## config.mk

```make
export PLATFORM = sky130hd
export DESIGN_NAME = tdm_div
export DESIGN_NICKNAME = d
export VERILOG_FILES = /design/src/sv/tdm_pkg.sv /design/src/sv/tdm_div.sv
export SDC_FILE = /design/constraint.sdc
export NUM_CORES = 1
export LEC_CHECK = 0
export ABC_AREA = 1
export BUFFER_PORTS_ARGS = -buffer_cell sky130_fd_sc_hd__buf_4
export CORE_MARGIN = 1
export CORE_UTILIZATION = 55
export DETAILED_ROUTE_END_ITERATION = 10
export GPL_TIMING_DRIVEN = 0
export PLACE_DENSITY = 0.77
export SYNTH_ARGS = -nofsm -noshare
export SYNTH_HDL_FRONTEND = slang
export SYNTH_SLANG_ARGS = --single-unit
export TNS_END_PERCENT = 5
```

## constraint.sdc

```tcl
create_clock -name clk -period 3.7 [get_ports clk]
set_input_delay 0.555 -clock clk [delete_from_list [all_inputs] [get_ports clk]]
set_output_delay 0.555 -clock clk [all_outputs]
set_load 0.01 [all_outputs]
```

## src/sv/tdm_pkg.sv

```systemverilog
// task deadline monitor package: transaction types, command codes, fsm states
// no dependencies
package tdm_pkg;

	localparam int NUM_TASKS = 4;
	localparam int TASK_W = 2;
	localparam int CFG_IDX_W = 3;
	localparam int REC_W = 13 * 32;

	typedef enum logic [2:0] {
		CMD_START  = 3'd0,
		CMD_REPORT = 3'd1,
		CMD_CLEAR  = 3'd2,
		CMD_GATE   = 3'd3,
		CMD_GRESET = 3'd4,
		CMD_READ   = 3'd5
	} cmd_t;

	typedef enum logic [2:0] {
		REG_ACTIVE   = 3'd0,
		REG_PERIOD0  = 3'd1,
		REG_PERIOD1  = 3'd2,
		REG_PERIOD2  = 3'd3,
		REG_PERIOD3  = 3'd4,
		REG_CRITICAL = 3'd5,
		REG_TOLER    = 3'd6
	} reg_t;

	typedef enum logic [3:0] {
		ST_IDLE, ST_RD, ST_WAIT, ST_EXEC, ST_DIV, ST_WB, ST_GSCAN, ST_GACK, ST_OUT
	} state_t;

	typedef struct packed {
		logic [2:0]  command;
		logic [1:0]  task_index;
		logic [31:0] now_time;
		logic [31:0] start_time;
		logic [31:0] complete_time;
	} in_t;

	typedef struct packed {
		logic        ok;
		logic        healthy;
		logic [31:0] skipped_count;
		logic [31:0] miss_count;
		logic [31:0] consecutive_misses;
		logic [31:0] overrun_count;
		logic [31:0] run_total;
		logic [31:0] last_runtime;
		logic [31:0] max_runtime;
		logic [31:0] max_lateness;
		logic [31:0] last_complete;
		logic [31:0] next_release;
	} out_t;

	// one memory word per task
	typedef struct packed {
		logic [31:0] release_time;
		logic [31:0] skips;
		logic [31:0] misses;
		logic [31:0] streak;
		logic [31:0] overruns;
		logic [31:0] runs;
		logic [31:0] rt_last;
		logic [31:0] rt_peak;
		logic [31:0] late_peak;
		logic [31:0] completed;
		logic [31:0] ack_skips;
		logic [31:0] ack_overruns;
		logic [31:0] spare;
	} rec_t;

	typedef struct packed {
		logic        start;
		logic [31:0] dividend;
		logic [31:0] divisor;
	} div_req_t;

	typedef struct packed {
		logic        done;
		logic [31:0] quotient;
	} div_rsp_t;

	function automatic logic [31:0] sat_inc(input logic [31:0] a);
		return (a == '1) ? a : a + 32'd1;
	endfunction

	function automatic logic [31:0] sat_add(input logic [31:0] a, input logic [31:0] b);
		logic [32:0] s;
		s = {1'b0, a} + {1'b0, b};
		return s[32] ? '1 : s[31:0];
	endfunction

endpackage

```

## src/sv/tdm_div.sv

```systemverilog
// radix-2 restoring divider, one quotient bit per cycle
// uses tdm_pkg
module tdm_div (
	input  logic              clk,
	input  logic              arst_n,
	input  tdm_pkg::div_req_t req,
	output tdm_pkg::div_rsp_t rsp
);
	logic [31:0] quo_q, den_q;
	logic [31:0] rem_q;
	logic [5:0]  cnt_q;
	logic        busy_q, done_q;
	logic [32:0] trial;

	// remainder stays below the divisor, so a non-negative trial fits 32 bits
	assign trial = {rem_q, quo_q[31]} - {1'b0, den_q};

	always_ff @(posedge clk or negedge arst_n) begin
		if (!arst_n) begin
			busy_q <= 1'b0;
			done_q <= 1'b0;
			cnt_q  <= '0;
		end else begin
			done_q <= 1'b0;
			if (req.start) begin
				busy_q <= 1'b1;
				cnt_q  <= 6'd32;
			end else if (busy_q) begin
				cnt_q <= cnt_q - 6'd1;
				if (cnt_q == 6'd1) begin
					busy_q <= 1'b0;
					done_q <= 1'b1;
				end
			end
		end
	end

	always_ff @(posedge clk) begin
		if (req.start) begin
			quo_q <= req.dividend;
			den_q <= req.divisor;
			rem_q <= '0;
		end else if (busy_q) begin
			if (!trial[32]) begin
				rem_q <= trial[31:0];
				quo_q <= {quo_q[30:0], 1'b1};
			end else begin
				rem_q <= {rem_q[30:0], quo_q[31]};
				quo_q <= {quo_q[30:0], 1'b0};
			end
		end
	end

	assign rsp.done = done_q;
	assign rsp.quotient = quo_q;
endmodule

```

== After elaboration in Yosys (flattened, before gate mapping) ==
Cells that the tools add are included.
Word-level totals
  register bits: 104
  input port bits: 67
  output and inout port bits: 33
Cells by class
  add/sub/neg operators: 2
  eq/ne operators: 1
  mux-type cells: 12
  reduce and logical (&&, ||, !) cells: 1
Operator list (count)
  $mux 32: 3
  $sub 33x32->33: 1
  $mux 6: 2
  $mux 1: 7
  $eq 6x1->1 const B: 1
  $sub 6x1->6 const B: 1
  $reduce_bool 2->1: 1

== Logic depth before layout (Yosys ltp) ==
  word-level depth: 4
  depth in mapped cells: 18
  mapped depth without buffers: 17

== Worst setup path after synthesis ==
No wires, ideal clock.
  path type: flip-flop to flip-flop
  start point: register quo_q[31]
  end point: register quo_q[0] (data pin)
  arrival: 2.051 ns
  data required time: 3.430 ns
  slack: 1.379 ns
  cell stages (with the launch flop): 17
  buffers on the path: 1
  clock period less this slack: 2.321 ns
  cells stage by stage: edfxtp_1 inv_1 ha_1 fa_1 inv_1 nand2_1 nand2_1 nand3_1 nand2_2 nand2_1 nand2_2 nand2_2 nand2_2 nand2_2 nand2_4 buf_6 o21ai_0
On the way
  cells in the longest elaborated chain, start to end: 4
RTL lines
  from (decl): RTL line tdm_div.sv:9  | logic [31:0] quo_q, den_q;
  from (signal assigned): RTL line tdm_div.sv:40  | quo_q <= req.dividend;
  from (signal assigned): RTL line tdm_div.sv:46  | quo_q <= {quo_q[30:0], 1'b1};
  from (signal assigned): RTL line tdm_div.sv:49  | quo_q <= {quo_q[30:0], 1'b0};
  $sub 33x32->33: RTL line tdm_div.sv:16  | assign trial = {rem_q, quo_q[31]} - {1'b0, den_q};
  $mux 1: RTL line tdm_div.sv:44  | if (!trial[32]) begin
  $mux 32: RTL line tdm_div.sv:43  | end else if (busy_q) begin
  $mux 32: RTL line tdm_div.sv:39  | if (req.start) begin
No other way between the ends. The select of a mux whose other input is x is not followed.
A chain may end at the register's enable or synchronous reset.

== Final worst setup path ==
  start point: register quo_q[31]
  end point: register rem_q[23]
On the way
  cells in the longest elaborated chain, start to end: 2
RTL lines
  $sub 33x32->33: RTL line tdm_div.sv:16
  $mux 32: RTL line tdm_div.sv:44
  to (signal assigned): RTL line tdm_div.sv:45  | rem_q <= trial[31:0];
  to (signal assigned): RTL line tdm_div.sv:48  | rem_q <= {rem_q[30:0], quo_q[31]};
  to (decl): RTL line tdm_div.sv:10  | logic [31:0] rem_q;
No other way between the ends.

==> out/metrics.yaml <==
yosys:
  async_flop_share_pct: 7.69
  synthFlopType: "edfxtp_1"
  synth.area.top_cells: "edfxtp_1 (28%), nand2_1 (25%), inv_1 (11%)"
  synth-seq-area-share_pct: 39.7
  syn_nets: 1137
  synth.cell_area_um2: 6960
  syn_area_per_cell_um2: 6.73
  synth_edf_count: 64
  yosysTopAreaCell: "edfxtp_1"
  ys_warn_count: 0
  yosys.area.top_type_share_pct: 27.6
  syn_inst: 1035
  ys_seq_elements: 104
  synth.distinct_cells: 37
global_routing:
  grt_pass1_vias: 5928
  gr-total-overflow: 0
  grt_max_degree: 35
  grt_pass1_wl_mm: 27.6
  track_usage_pct: 27.2
  antenna_found_initial: 0
pwr:
  powerDensity_nw_per_um2: 351
  leakagePower_nw: 4.64
  ir_worst_vdd_v: 0.000350
  finalPower_mw: 2.89
outcome:
  outcome: "complete, no violations"
drt:
  antenna_left: 0
  wl_mm: 16.6
  post_drt_wl_per_cell_um: 12.6
  vias_per_cell: 4.77
  drc: 0
  dr.pass1.iters: 6
  drt_iter0_markers: 362
  vias: 6290
sta:
  finalSetupTns_ps: 0
  hold_violations: 0
  finalMaxSlewViolations: 0
  rsz0062_at_grt: "no"
  fin_worst_skew_ps: 8.38
  period_minus_slack_ps: 2710
  finalSetupViolCount: 0
  max_slew_margin_pct: 16.5
  worstMarginPinSlew_ps: 1250
  max_freq_mhz: 368
  setup_ws_ps: 985
  finalCritPeriodShare_pct: 73.4
critical_path:
  critPathBufInv: 3
  crit_chain: "inv_1 -> ha_1 -> fa_1 -> inv_1 -> nand2_1 -> nand2_1 -> nand3_1 -> nand2_2 -> nand2_1 -> nand2_2 -> nand2_2 -> nand2_2 -> nand2_4 -> nand2_4 -> buf_6 -> nand2_1 -> nand3_1 -> nand2_1"
  start_kind: "flop"
  reg2reg_from: "quo_q[31]$_DFFE_PP_"
  crit_start: "quo_q[31]$_DFFE_PP_"
  cp_max_fo: 10
  critPathMostFrequentCell: "nand2_1"
  criticalPathCategory: "reg -> reg"
  crit_path_max_incr_delay_ps: 410
  cp_top_family: "simple AND/OR/NAND/NOR gates"
  crit_arrival_ps: 2980
  cp_slowest_cell: "fa_1"
  crit_required_ps: 3960
  crit_path_end_kind: "flop"
clocking:
  cts_tree: "done"
  clk_path_buf_depth: 2
  clkTransAtPathRegs_ps: 70
  root_buffer: "clkbuf_16"
  clock_latency_ps: 360
  cts_buffers: 9
  cts_num_sinks: 104
  htreeDepth: 3
cells_and_area:
  drive_gt1_share_pct: 12.7
  nets: 1248
  stdcell_count: 1319
  area_delta_synth_final_pct: 18.2
  diodes: 0
  post-route-util_pct: 67.7
min_path:
  min_from: "req[30]"
  hp-class: "in -> reg"
die:
  die_h_um: 115
  floorplan.initialDensity_pct: 57.2
  dieArea_um2: 13100
  fp.dieW_um: 115
  core_area_um2: 12200
  num_rows: 40
  ioPinCount: 100
place:
  gp_congestion: 0.938
  dp.cells: 1302
  preCtsSetupSlack_ps: 593
  io_buffers: 99
  dp_hpwl_mm: 12.8
run:
  drv_cap: 0
==> per-layer routing <==
metal	GRT usage, %	vias up	share of wire, %	wire [um]
met5	0	-	0	0
met4	10.6	0	2.9	489
met3	5.98	37	4.8	803
met2	45.8	144	46	7710
met1	34.0	2766	46	7610
li1	-	3343	-	-
==> per-stage QoR <==
stage	hold slack, ps	instance area [um^2]
6_report	362	8230
5_1_grt	356	8230
4_1_cts	356	8230
3_5_place_dp	378	7920
3_3_place_gp	379	7920
2_1_floorplan	259	6960
==> layout by cell type (no fill, tap or decap), types with 3 or more instances in the layout <==
master / Yosys / routed
edfxtp_1: 64 / 64
clkbuf_16: 0 / 10
nand2_2: 11 / 11
xnor2_1: 12 / 12
nand4_1: 9 / 9
dfxtp_1: 32 / 32
xor2_1: 3 / 3
nor2_1: 44 / 44
buf_6: 5 / 5
nand3_1: 61 / 61
buf_4: 2 / 101
nor3_1: 7 / 7
clkbuf_1: 9 / 9
dfrtp_1: 8 / 8
and2_1: 6 / 6
o21ai_0: 9 / 9
ha_1: 34 / 34
nand2_4: 3 / 3
nor2_2: 5 / 5
inv_1: 211 / 211
a21oi_1: 21 / 21
nand2_1: 460 / 460
==> sequential cells by signal (all words and copies together), names as in the netlist <==
register	cells
den_q	32
quo_q	32
rem_q	32
cnt_q	6
busy_q	1
done_q	1
==> synthesized netlist by cell type, types with 8 or more instances <==
cell and number:
inv_1 211, ha_1 34, clkbuf_1 9, nand2_1 460, nand4_1 9, nand3_1 61, a21oi_1 21, dfxtp_1 32
nand2_2 11, nor2_1 44, dfrtp_1 8, xnor2_1 12, o21ai_0 9, edfxtp_1 64
==> power by group <==
group	internal, mW	switching (mW)	total, mW
Sequential	1.34	0.0545	1.39
Combinational	0.223	0.301	0.525
Clock	0.510	0.464	0.974
Total	2.07	0.820	2.89
==> timing repair <==
| item | 4_1_cts | 5_1_grt |
|---|---|---|
| endpoints found under the hold margin | 8 | 0 |
| resized for setup | 0 | 0 |
| setup buffers | 0 | 0 |
| hold buffers | 1 | 0 |
==> worst register-to-register path: cells and delay by family (launching register included) <==
kind,cells,cell delay (ps)
flip-flops,1,360
buffers and inverters,3,410
adder cells (fa/ha/maj),2,640
AND/OR/NAND/NOR,13,1210
==> final timing paths <==
| path | to | slack [ps] | cells past startpoint |
|---|---|---|---|
| max in group asynchronous | cnt_q[5]$_DFFE_PN0P_ | 3030 | 2 |
| hold reg to reg | rem_q[7]$_SDFFE_PP0P_ | 470 | 2 |
| setup / recovery | rem_q[23]$_SDFFE_PP0P_ | 990 | 18 |
| hold / removal | den_q[30]$_DFFE_PP_ | 360 | 1 |
| min in group asynchronous | done_q$_DFF_PN0_ | 540 | 2 |
| setup reg to reg | rem_q[23]$_SDFFE_PP0P_ | 990 | 18 |
==> layout make-up <==
type | count | area [um^2]
Clock inverter | 6 | 55.1
Tap cell | 168 | 210
Multi-Input combinational cell | 698 | 3270
Clock buffer | 10 | 250
Sequential cell | 104 | 2760
Fill cell | 1100 | 3930
Buffer | 19 | 123
Timing Repair Buffer | 100 | 753
Inverter | 214 | 803
==> kinds of logic after synthesis <==
group                      synth area share (%)
AOI/OAI and AO/OA                          2.71
and+or+nand+nor                            36.0
buffers and inverters                      13.3
DFF                                        39.7
adders and majority gates                  6.40
xor gates and xnor gates                   1.89
(Power assumes the default switching activity.)
