### src/sv/tdm_ram.sv
// generic single-port ram with registered read
// no dependencies
module tdm_ram #(
	parameter int WIDTH = 32,
	parameter int DEPTH = 4
) (
	input  logic                     clk,
	input  logic                     we,
	input  logic [$clog2(DEPTH)-1:0] addr,
	input  logic [WIDTH-1:0]         wdata,
	output logic [WIDTH-1:0]         rdata
);
	logic [WIDTH-1:0] mem [DEPTH];

	always_ff @(posedge clk) begin
		if (we) begin
			mem[addr] <= wdata;
		end
		rdata <= mem[addr];
	end
endmodule

### config.mk
export PLATFORM = sky130hd
export DESIGN_NAME = tdm_ram
export DESIGN_NICKNAME = d
export VERILOG_FILES = /design/src/sv/tdm_ram.sv
export SDC_FILE = /design/constraint.sdc
export NUM_CORES = 1
export LEC_CHECK = 0
export BUFFER_PORTS_ARGS = -buffer_cell sky130_fd_sc_hd__buf_2
export CAP_MARGIN = 30
export CORE_ASPECT_RATIO = 0.8
export CORE_MARGIN = 2
export CORE_UTILIZATION = 52
export CTS_CLUSTER_SIZE = 40
export DETAILED_ROUTE_END_ITERATION = 16
export PLACE_DENSITY = 0.73
export RECOVER_POWER = 50
export SYNTH_ARGS = -nofsm -noshare
export SYNTH_HDL_FRONTEND = slang
export SYNTH_SLANG_ARGS = --single-unit
### constraint.sdc
create_clock -name clk -period 5.92 [get_ports clk]
set_input_delay 0.296 -clock clk [delete_from_list [all_inputs] [get_ports clk]]
set_output_delay 0.296 -clock clk [all_outputs]
set_load 0.005 [all_outputs]
[After elaboration in Yosys (flattened, before gate mapping)]
Memory sizes are Yosys's and may differ from the RTL's. A register that Yosys moved wholly into a read port is not among the register bits.
Cells that the tools add are included.
Word-level totals
  input port bits: 36
  memory bits (read-only): 0
  memories: 1
  register bits: 0
  latch bits: 0
  memory bits (writable): 128
  logic and storage cells: 3
Memories
  mem: depth 4, bits a word 32, read ports 1, clocked after memory_dff 1, wr ports 1, RTL line 13  | logic [WIDTH-1:0] mem [DEPTH];
Operators by class
  reductions and logical operators: 0
  mux-type cells: 2
  div/mod/pow operators: 0
  $mul: 0
  bitwise logic cells: 0
  shift operators: 0
  $add $sub $neg: 0
  equal/unequal tests: 0
  order comparisons: 0
Operators with widths (number)
  1-bit two-way mux: 2

[Logic depth before layout (Yosys ltp)]
Gate-level depths: netlist (run 1).
  word-level depth: 2
  gate-level depth with buffers: 3

[Least setup slack after synthesis (run 1)]
OpenSTA, ideal clock, no wires.
  path kind: input to register
  from: input addr[1]
  to: memory mem[0][0], enable pin
  path slack: 2.416 ns
  arrival time: 3.036 ns
  buffers on the path: 2
  cell stages on the path: 3
  cells stage by stage: buf_2 > buf_2 > nor3b_1
RTL lines
  from (decl): RTL line 9  | input logic [$clog2(DEPTH)-1:0] addr,
  to (decl): RTL line 13
No word-level cell before the write port.

[Final worst setup path (run 1)]
  from: input addr[0]
  to: memory mem[1][11], enable pin
No word-level cell before the write port.

==> results of run 1 <==
[power breakdown]
part	switching [mW]	leakage, nW	internal [mW]
logic	0.0544	0.373	0.0504
clock network	0.403	0.283	0.668
registers	0.0153	1.45	1.28
[cell usage in the layout, fill, tap and decap left out, drive strengths merged]
cell        n
clkinvlp    3
bufinv      3
and3        1
edfxtp    128
clkinv      6
buf        17
nor3b       1
and3b       2
mux4       32
dfxtp      32
clkbuf     73
[path summary, 6_finish.rpt]
path | from | to | slack (ns) | cells past startpoint
setup / recovery | addr[0] | mem[1][11] | 2.46 | 3
hold / removal | wdata[16] | mem[2][16] | 0.14 | 1
setup reg to reg | mem[1][0] | rdata[0] | 4.85 | 1
hold reg to reg | mem[3][31] | rdata[31] | 0.54 | 1
[final cells by class]
| type | count | area [µm²] | share of cell area |
|---|---|---|---|
| tap | 140 | 175 | 0.0278 |
| sequential | 160 | 4480 | 0.711 |
| clock buffer | 20 | 447 | 0.0708 |
| multi-input combinational | 36 | 771 | 0.122 |
| timing repair buffer | 70 | 293 | 0.0464 |
| clock inverter | 12 | 141 | 0.0224 |
[stage by stage]
stage                     utilization  setup WS (ns)  hold WS [ns]  power [mW]
after floorplan                     -           2.42         0.395        1.38
after global placement          0.572           3.51         0.511        1.43
after detailed placement        0.572           3.42         0.515        1.43
after CTS                       0.630           3.85        0.0789        2.50
after global routing            0.624           2.02         0.135        2.56
final                           0.624           2.46         0.135        2.47
[sequential cells by signal, indices dropped and copies added (netlist names)]
name and count:
mem 128, rdata 32
[cell families (layout without fill, tap and decap cells)]
group / Yosys count / count (layout) / share of synthesized area
flip-flops: 160 / 160 / 0.841
multiplexers: 32 / 32 / 0.138
buffers and inverters: 8 / 102 / 0.0155
AND/OR/NAND/NOR: 4 / 4 / 0.00587
[layer usage]
layer	vias to the layer above	wire length, µm	global-route usage
met5	-	0	0
met4	0	103	0.0618
met2	68	3790	0.237
met3	11	443	0.0674
li1	1020	-	-
met1	1157	3820	0.229
==> flow_summary.toml, run 1 <==
[placed_design]
hpwl_um = 4520
io_buffers = 67
dp.cells = 405
finalWeightedCongestion = 0.686
placed_area_mm2 = 0.00579

[timing]
fmax_mhz = 289
post-route-period-util = 0.584
setup_viol = 0
finalMaxSlewViolations = 37
rsz0062_at_grt = "false"
finClkSkew_ns = 0.00440
period_needed_ns = 3.46
finalHoldViolCount = 0
setup-tns-final_ns = 0
max-slew-margin-rel = -0.861
tightest_slew_ns = 2.79

[yosys]
syn-cell-area_mm2 = 0.00533
syn_avg_cell_area_um2 = 26.1
yosysTopAreaCell = "edfxtp_1"
ys_ff_latch = 160
synth_nets = 240
synthArstFlopShare = 0
yosysSeqAreaShare = 0.841
synth_edf_count = 128
synthTopCellsByArea = "edfxtp_1, dfxtp_1, mux4_2"
synth_warnings = 0
yosysUniqueCellTypes = 10
ys.flop_type = "edfxtp_1"
netlist_instances = 204
synth_most_common_cell = "edfxtp_1"
synth_common_cells = "edfxtp_1, dfxtp_1, mux4_2"
synth_top_area_frac = 0.721

[critical_path]
critPathKind = "in -> reg"
startpoint_type = "input pin"
critPathSlowestCell = "clkbuf_1"
critPathMaxFanout = 36
critPathTopFamily = "buffers and inverters"
crit_required_ns = 5.96
slowest_delay_ns = 1.97
path_cells = "buf_2 > clkbuf_1 > and3b_2"
cp_num_buf_inv = 2
critPathArrivalTime_ns = 3.50
crit_path_end_kind = "register"

[floorplan]
dieArea_mm2 = 0.0111
rows = 33
die_y_um = 94.6
ioPinCount = 68
core-area_mm2 = 0.0101
initial_utilization = 0.527
dieWidth_um = 117

[power]
pwr_density_cell_mw_per_mm2 = 392
ir_worst_vdd_mv = 0.403
power.leakage_nw = 2.10

[clock_network]
cts_buffers = 17
cts.sinks = 160
root_buffer = "clkbuf_16"
holdBufCountCts = 0
cts.repair.resized = 0
cts_setup_buffers = 0
ctsHtreeMaxLevel = 4
insertion_delay_ns = 0.42
path_clk_slew_ns = 0.06
cts_max_path_buffers = 2
cts_tree = "built"

[drt]
wirelength_um = 8160
ant_nets = 0
viasPerCell = 5.15
vias = 2256
drt_pass1_iterations = 4
drt_iter0_drc = 199
wl_per_cell_um = 18.6
drc_errors = 0

[finish]
nets = 321
final_cells = 438
num-fill-cells = 718
drive_above_1_share = 0.258
area_delta_synth_final_pct = 18.3
postLayoutCellArea_mm2 = 0.00631
n_antenna_cell = 0

[job]
drv_cap = 1

[global_route]
grt_pass1_wl_um = 12600
grt_max_degree = 37
grt_pass1_vias = 2313
overflow = 0
grt_usage = 0.165
antenna_found_initial = 0

[worst_hold_path]
hold_class = "in -> reg"

[status]
violations = "capacitance limit, slew limit"
outcome = "complete, but fails checks"
(Power assumes the default switching activity.)
==> run 2, diff against run 1 <==
- clock period: 5.92 -> 3.3 ns (I/O delays scaled with it)
==> run 2 against run 1 <==
Compared with the run above:
- the flow now finishes without violations
- clock-buffer cell count rose by 3
- combinational power rose by 110%
- core utilization rose by 2.9 points
- wire length rose by 5.4%
- first-iteration DRC count fell by 17%
- hold slack improved by 0.093 ns
- clock power rose by 70%
- power rose by 77%
- final area rose by 4.6%
- sequential power rose by 79%
- global-route usage rose by 0.76 points
- worst setup slack got worse by 0.92 ns
- critical endpoint is now mem[3][17]
- largest cell class unchanged
- largest power group unchanged
==> flow_summary.toml, run 2 (synthesis results as in run 1) <==
[timing]
post-route-period-util = 0.533
finClkSkew_ns = 0.00544
max-slew-margin-rel = 0.384
period_needed_ns = 1.76
finalMaxSlewViolations = 0
tightest_slew_ns = 0.923
finalHoldViolCount = 0
rsz0062_at_grt = "false"
setup-tns-final_ns = 0
fmax_mhz = 568
setup_viol = 0

[floorplan]
dieWidth_um = 117
core-area_mm2 = 0.0101
die_y_um = 94.6
ioPinCount = 68
dieArea_mm2 = 0.0111
rows = 33
initial_utilization = 0.527

[power]
ir_worst_vdd_mv = 0.394
pwr_density_cell_mw_per_mm2 = 662
power.leakage_nw = 2.24
intPower_mw = 3.54
p_clk_frac = 0.416
pwr-share-comb = 0.050
seqPwrFrac = 0.534
netSwitchingPower_mw = 0.831
swShare = 0.190

[finish]
num-fill-cells = 693
regMostFlops = "mem"
layout_commonest_cell = "edfxtp_1"
n_antenna_cell = 0
area_delta_synth_final_pct = 23.8
postLayoutCellArea_mm2 = 0.00660
reg_top3 = "mem: 128 flops, rdata: 32 flops"
drive_above_1_share = 0.237
largest_reg_flops = 128
final_cell_mix = "edfxtp_1, clkbuf_1, dlygate4sd3_1, dfxtp_1, mux4_2"
nets = 352

[worst_hold_path]
hold_class = "in -> reg"
holdPathStages = 2

[placed_design]
io_buffers = 67
placed_area_mm2 = 0.00579
finalWeightedCongestion = 0.716
hpwl_um = 4710

[critical_path]
critPathArrivalTime_ns = 1.79
cp.depth = 2
crit_required_ns = 3.34
slowest_delay_ns = 0.92
critPathSlowestCell = "and3_2"
crit_path_end_kind = "register"
r2r_setup_slack_ns = 2.25
critPathTopFamily = "simple AND/OR/NAND/NOR gates"
crit_end = "mem[3][17]"
ff2ff_path_depth = 1
critical_path.startpoint = "addr[1]"
cp_num_buf_inv = 1
startpoint_type = "input pin"
critPathMaxFanout = 36
r2r-start = "mem[1][0]"
r2r-end = "rdata[0]"
critPathKind = "in -> reg"
path_cells = "buf_2 > and3_2"

[clock_network]
cts_tree = "built"
insertion_delay_ns = 0.41
cts_max_path_buffers = 2
root_buffer = "clkbuf_16"
cts.repair.resized = 0
cts_setup_buffers = 0
holdBufCountCts = 32
cts_buffers = 17
ctsHtreeMaxLevel = 4
path_clk_slew_ns = 0.06
cts.sinks = 160

[global_route]
grtUsageMet1 = 0.225
antenna_found_initial = 0
grt_pass1_vias = 2510
use_met2 = 0.266
grt_pass1_wl_um = 13100
grt_usage = 0.172
grt_max_degree = 37
overflow = 0
grt-busiest-layer = "met2"
grt.met3_usage = 0.0629

[drt]
drt_iter0_drc = 165
drt_pass1_iterations = 4
drc_errors = 0
vias = 2400
ant_nets = 0
viasPerCell = 5.12
wl_per_cell_um = 18.3
wirelength_um = 8600

[status]
outcome = "finished clean"

[job]
drv_cap = 0
## run 2: cell count changes in the layout (fill, tap and decap cells not counted)
cell and change:
bufinv_16 -1, dlygate4sd3_1 +32, clkinv_1 +1, nor3b_4 +1
clkbuf_1 -2, buf_2 +4, buf_6 -1, nor3b_1 -1
buf_4 +1, clkinvlp_4 -3
## run 2: worst min-delay path by stage
| stage | startpoint | to |
|---|---|---|
| after global routing | we | mem[0][26] |
| after global placement | wdata[2] | mem[1][2] |
| after CTS | we | mem[0][26] |
| final | we | mem[0][25] |
| after floorplan | wdata[0] | mem[0][0] |
| after detailed placement | wdata[5] | mem[0][5] |
## run 2: area by class of cell
class | count | area (µm²) | share of cell area
clock inverter | 9 | 92.6 | 0.0140
tap | 140 | 175 | 0.0265
sequential | 160 | 4480 | 0.679
timing repair buffer | 101 | 611 | 0.0925
multi-input combinational | 36 | 782 | 0.118
clock buffer | 23 | 458 | 0.0694
## run 2: power by group through the flow
| stage | combinational, mW | clock [mW] | sequential [mW] |
|---|---|---|---|
| after floorplan | 0.104 | 0 | 2.37 |
| after global placement | 0.195 | 0 | 2.37 |
| after detailed placement | 0.201 | 0 | 2.37 |
| after CTS | 0.231 | 1.85 | 2.33 |
| after global routing | 0.239 | 1.94 | 2.34 |
| final | 0.217 | 1.82 | 2.33 |
## run 2: metrics by stage
| step | hold WS, ns | util | setup WS, ns | cells | power (mW) |
|---|---|---|---|---|---|
| after floorplan | 0.264 | - | 1.06 | 204 | 2.47 |
| after global placement | 0.378 | 0.573 | 1.07 | 405 | 2.56 |
| after detailed placement | 0.386 | 0.573 | 1.06 | 405 | 2.58 |
| after CTS | 0.212 | 0.659 | 1.49 | 469 | 4.41 |
| after global routing | 0.220 | 0.653 | 1.40 | 469 | 4.52 |
| final | 0.228 | 0.653 | 1.54 | 469 | 4.37 |
## run 2: metal layers
metal  part of all wire  vias up  routed length, µm
met5                  0        -                  0
met4              0.013        0                110
met3              0.059        9                509
met2               0.50       82               4270
met1               0.43     1227               3720
li1                   -     1082                  -
==> run 3, diff against run 2 <==
- clock period: 3.3 -> 1.7 ns (I/O delays scaled with it)
==> run 3 against run 2 <==
Compared with the run above:
- worst setup slack lost 1.0 ns
- sequential share of layout area shrank 2.3 points
- clock power is 140% higher
- via count up 1.2%
- clock-buffer cell count decreased by 3
- final cell count increased by 1.5%
- global-route usage down 0.57 points
- first-iteration DRC count decreased by 4.2%
- wire length decreased by 2.8%
- register-to-register slack got worse by 1.6 ns
- critical endpoint is now mem[2][24]
- largest cell class unchanged
==> flow_summary.toml, run 3 (synthesis results as in run 1) <==
[finish]
n_antenna_cell = 0
num-fill-cells = 667
layout_commonest_cell = "edfxtp_1"
nets = 360
final_cell_mix = "edfxtp_1, clkbuf_1, buf_2"
largest_reg_flops = 128
area_delta_synth_final_pct = 28.1
drive_above_1_share = 0.301
regMostFlops = "mem"
reg_top3 = "mem: 128 flops, rdata: 32 flops"
final_util = 0.675

[drt]
vias = 2429
ant_nets = 0
drt_iter0_drc = 158
wl_per_cell_um = 17.6
wl_met1_um = 3600
wirelength_um = 8360
wl_met3_um = 438
met2_length_um = 4220
highest_layer = "met4"
viasPerCell = 5.10
drt_pass1_iterations = 4
drc_errors = 0

[power]
pwr_density_cell_mw_per_mm2 = 1360
total_power_mw = 9.27
power.leakage_nw = 2.38
ir_worst_vdd_mv = 1.03

[global_route]
grt_pass1_wl_um = 12900
grt_max_degree = 33
overflow = 0
antenna_found_initial = 0
grt_pass1_vias = 2543
grt_usage = 0.167

[floorplan]
ioPinCount = 68
die_y_um = 94.6
rows = 33
initial_utilization = 0.527
core-area_mm2 = 0.0101
dieArea_mm2 = 0.0111
dieWidth_um = 117

[critical_path]
critPathArrivalTime_ns = 1.22
critPathSlowestCell = "and3b_2"
cp.depth = 2
critPathKind = "in -> reg"
crit_path_end_kind = "register"
critPathMaxFanout = 32
r2r-start = "mem[3][13]"
r2r-end = "rdata[13]"
slowest_delay_ns = 0.87
ff2ff_path_depth = 1
critPathTopFamily = "simple AND/OR/NAND/NOR gates"
startpoint_type = "input pin"
critical_path.startpoint = "addr[0]"
r2r_setup_slack_ns = 0.70
crit_end = "mem[2][24]"
cp_num_buf_inv = 1
path_cells = "clkbuf_1 > and3b_2"
crit_required_ns = 1.73

[clock_network]
cts_buffers = 17
cts_tree = "built"
cts.sinks = 160
path_clk_slew_ns = 0.06
insertion_delay_ns = 0.41
ctsHtreeMaxLevel = 4
root_buffer = "clkbuf_16"
cts_max_path_buffers = 2
cts_setup_buffers = 0
holdBufCountCts = 32
cts.repair.resized = 0

[placed_design]
io_buffers = 67
finalWeightedCongestion = 0.670
hpwl_um = 4940

[timing]
finalMaxSlewViolations = 0
setup-tns-final_ns = 0
fmax_mhz = 844
post-route-period-util = 0.697
tightest_slew_ns = 0.818
finalHoldViolCount = 0
max-slew-margin-rel = 0.455
setup_viol = 0
rsz0062_at_grt = "false"
finClkSkew_ns = 0.00557
period_needed_ns = 1.18

[job]
drv_cap = 0

[worst_hold_path]
hold_class = "in -> reg"

[status]
outcome = "finished clean"
[run 3: per-stage QoR]
stage | instance area (µm²) | hold slack (ns) | worst slack [ns] | std cells
global placement | 5900 | 0.298 | 0.169 | 413
detailed placement | 5900 | 0.302 | 0.161 | 413
global route | 6830 | 0.188 | 0.396 | 476
finish | 6830 | 0.182 | 0.516 | 476
CTS | 6900 | 0.179 | 0.591 | 476
floorplan | 5350 | 0.184 | 0.00408 | 204
[run 3: worst min-delay path by stage]
stage              start    endpoint  slack (ns)  cells past startpoint
2_1_floorplan   wdata[0]   mem[0][0]        0.18                      0
3_3_place_gp   wdata[18]  mem[2][18]        0.30                      1
3_5_place_dp   wdata[10]  mem[0][10]        0.30                      1
4_1_cts          addr[1]   rdata[20]        0.18                      3
5_1_grt          addr[1]   rdata[25]        0.19                      3
6_report         addr[1]   rdata[20]        0.18                      3
[run 3: where the power goes]
group / internal (mW) / switching, mW / total, mW
clock: 2.93 / 1.38 / 4.30
combinational: 0.245 / 0.201 / 0.446
sequential: 4.47 / 0.0548 / 4.52
[run 3: area by class of cell]
cell class / instances / area (µm²) / share of cell area
multi-input combinational: 36 / 768 / 0.112
clock buffer: 20 / 447 / 0.0654
tap: 140 / 175 / 0.0256
sequential: 160 / 4480 / 0.657
timing repair buffer: 109 / 721 / 0.106
clock inverter: 11 / 235 / 0.0344
[run 3: routing by layer]
metal	track usage	vias to the layer above
li1	-	1093
met1	0.207	1255
met2	0.267	72
met3	0.0629	9
met4	0.0676	0
met5	0	-
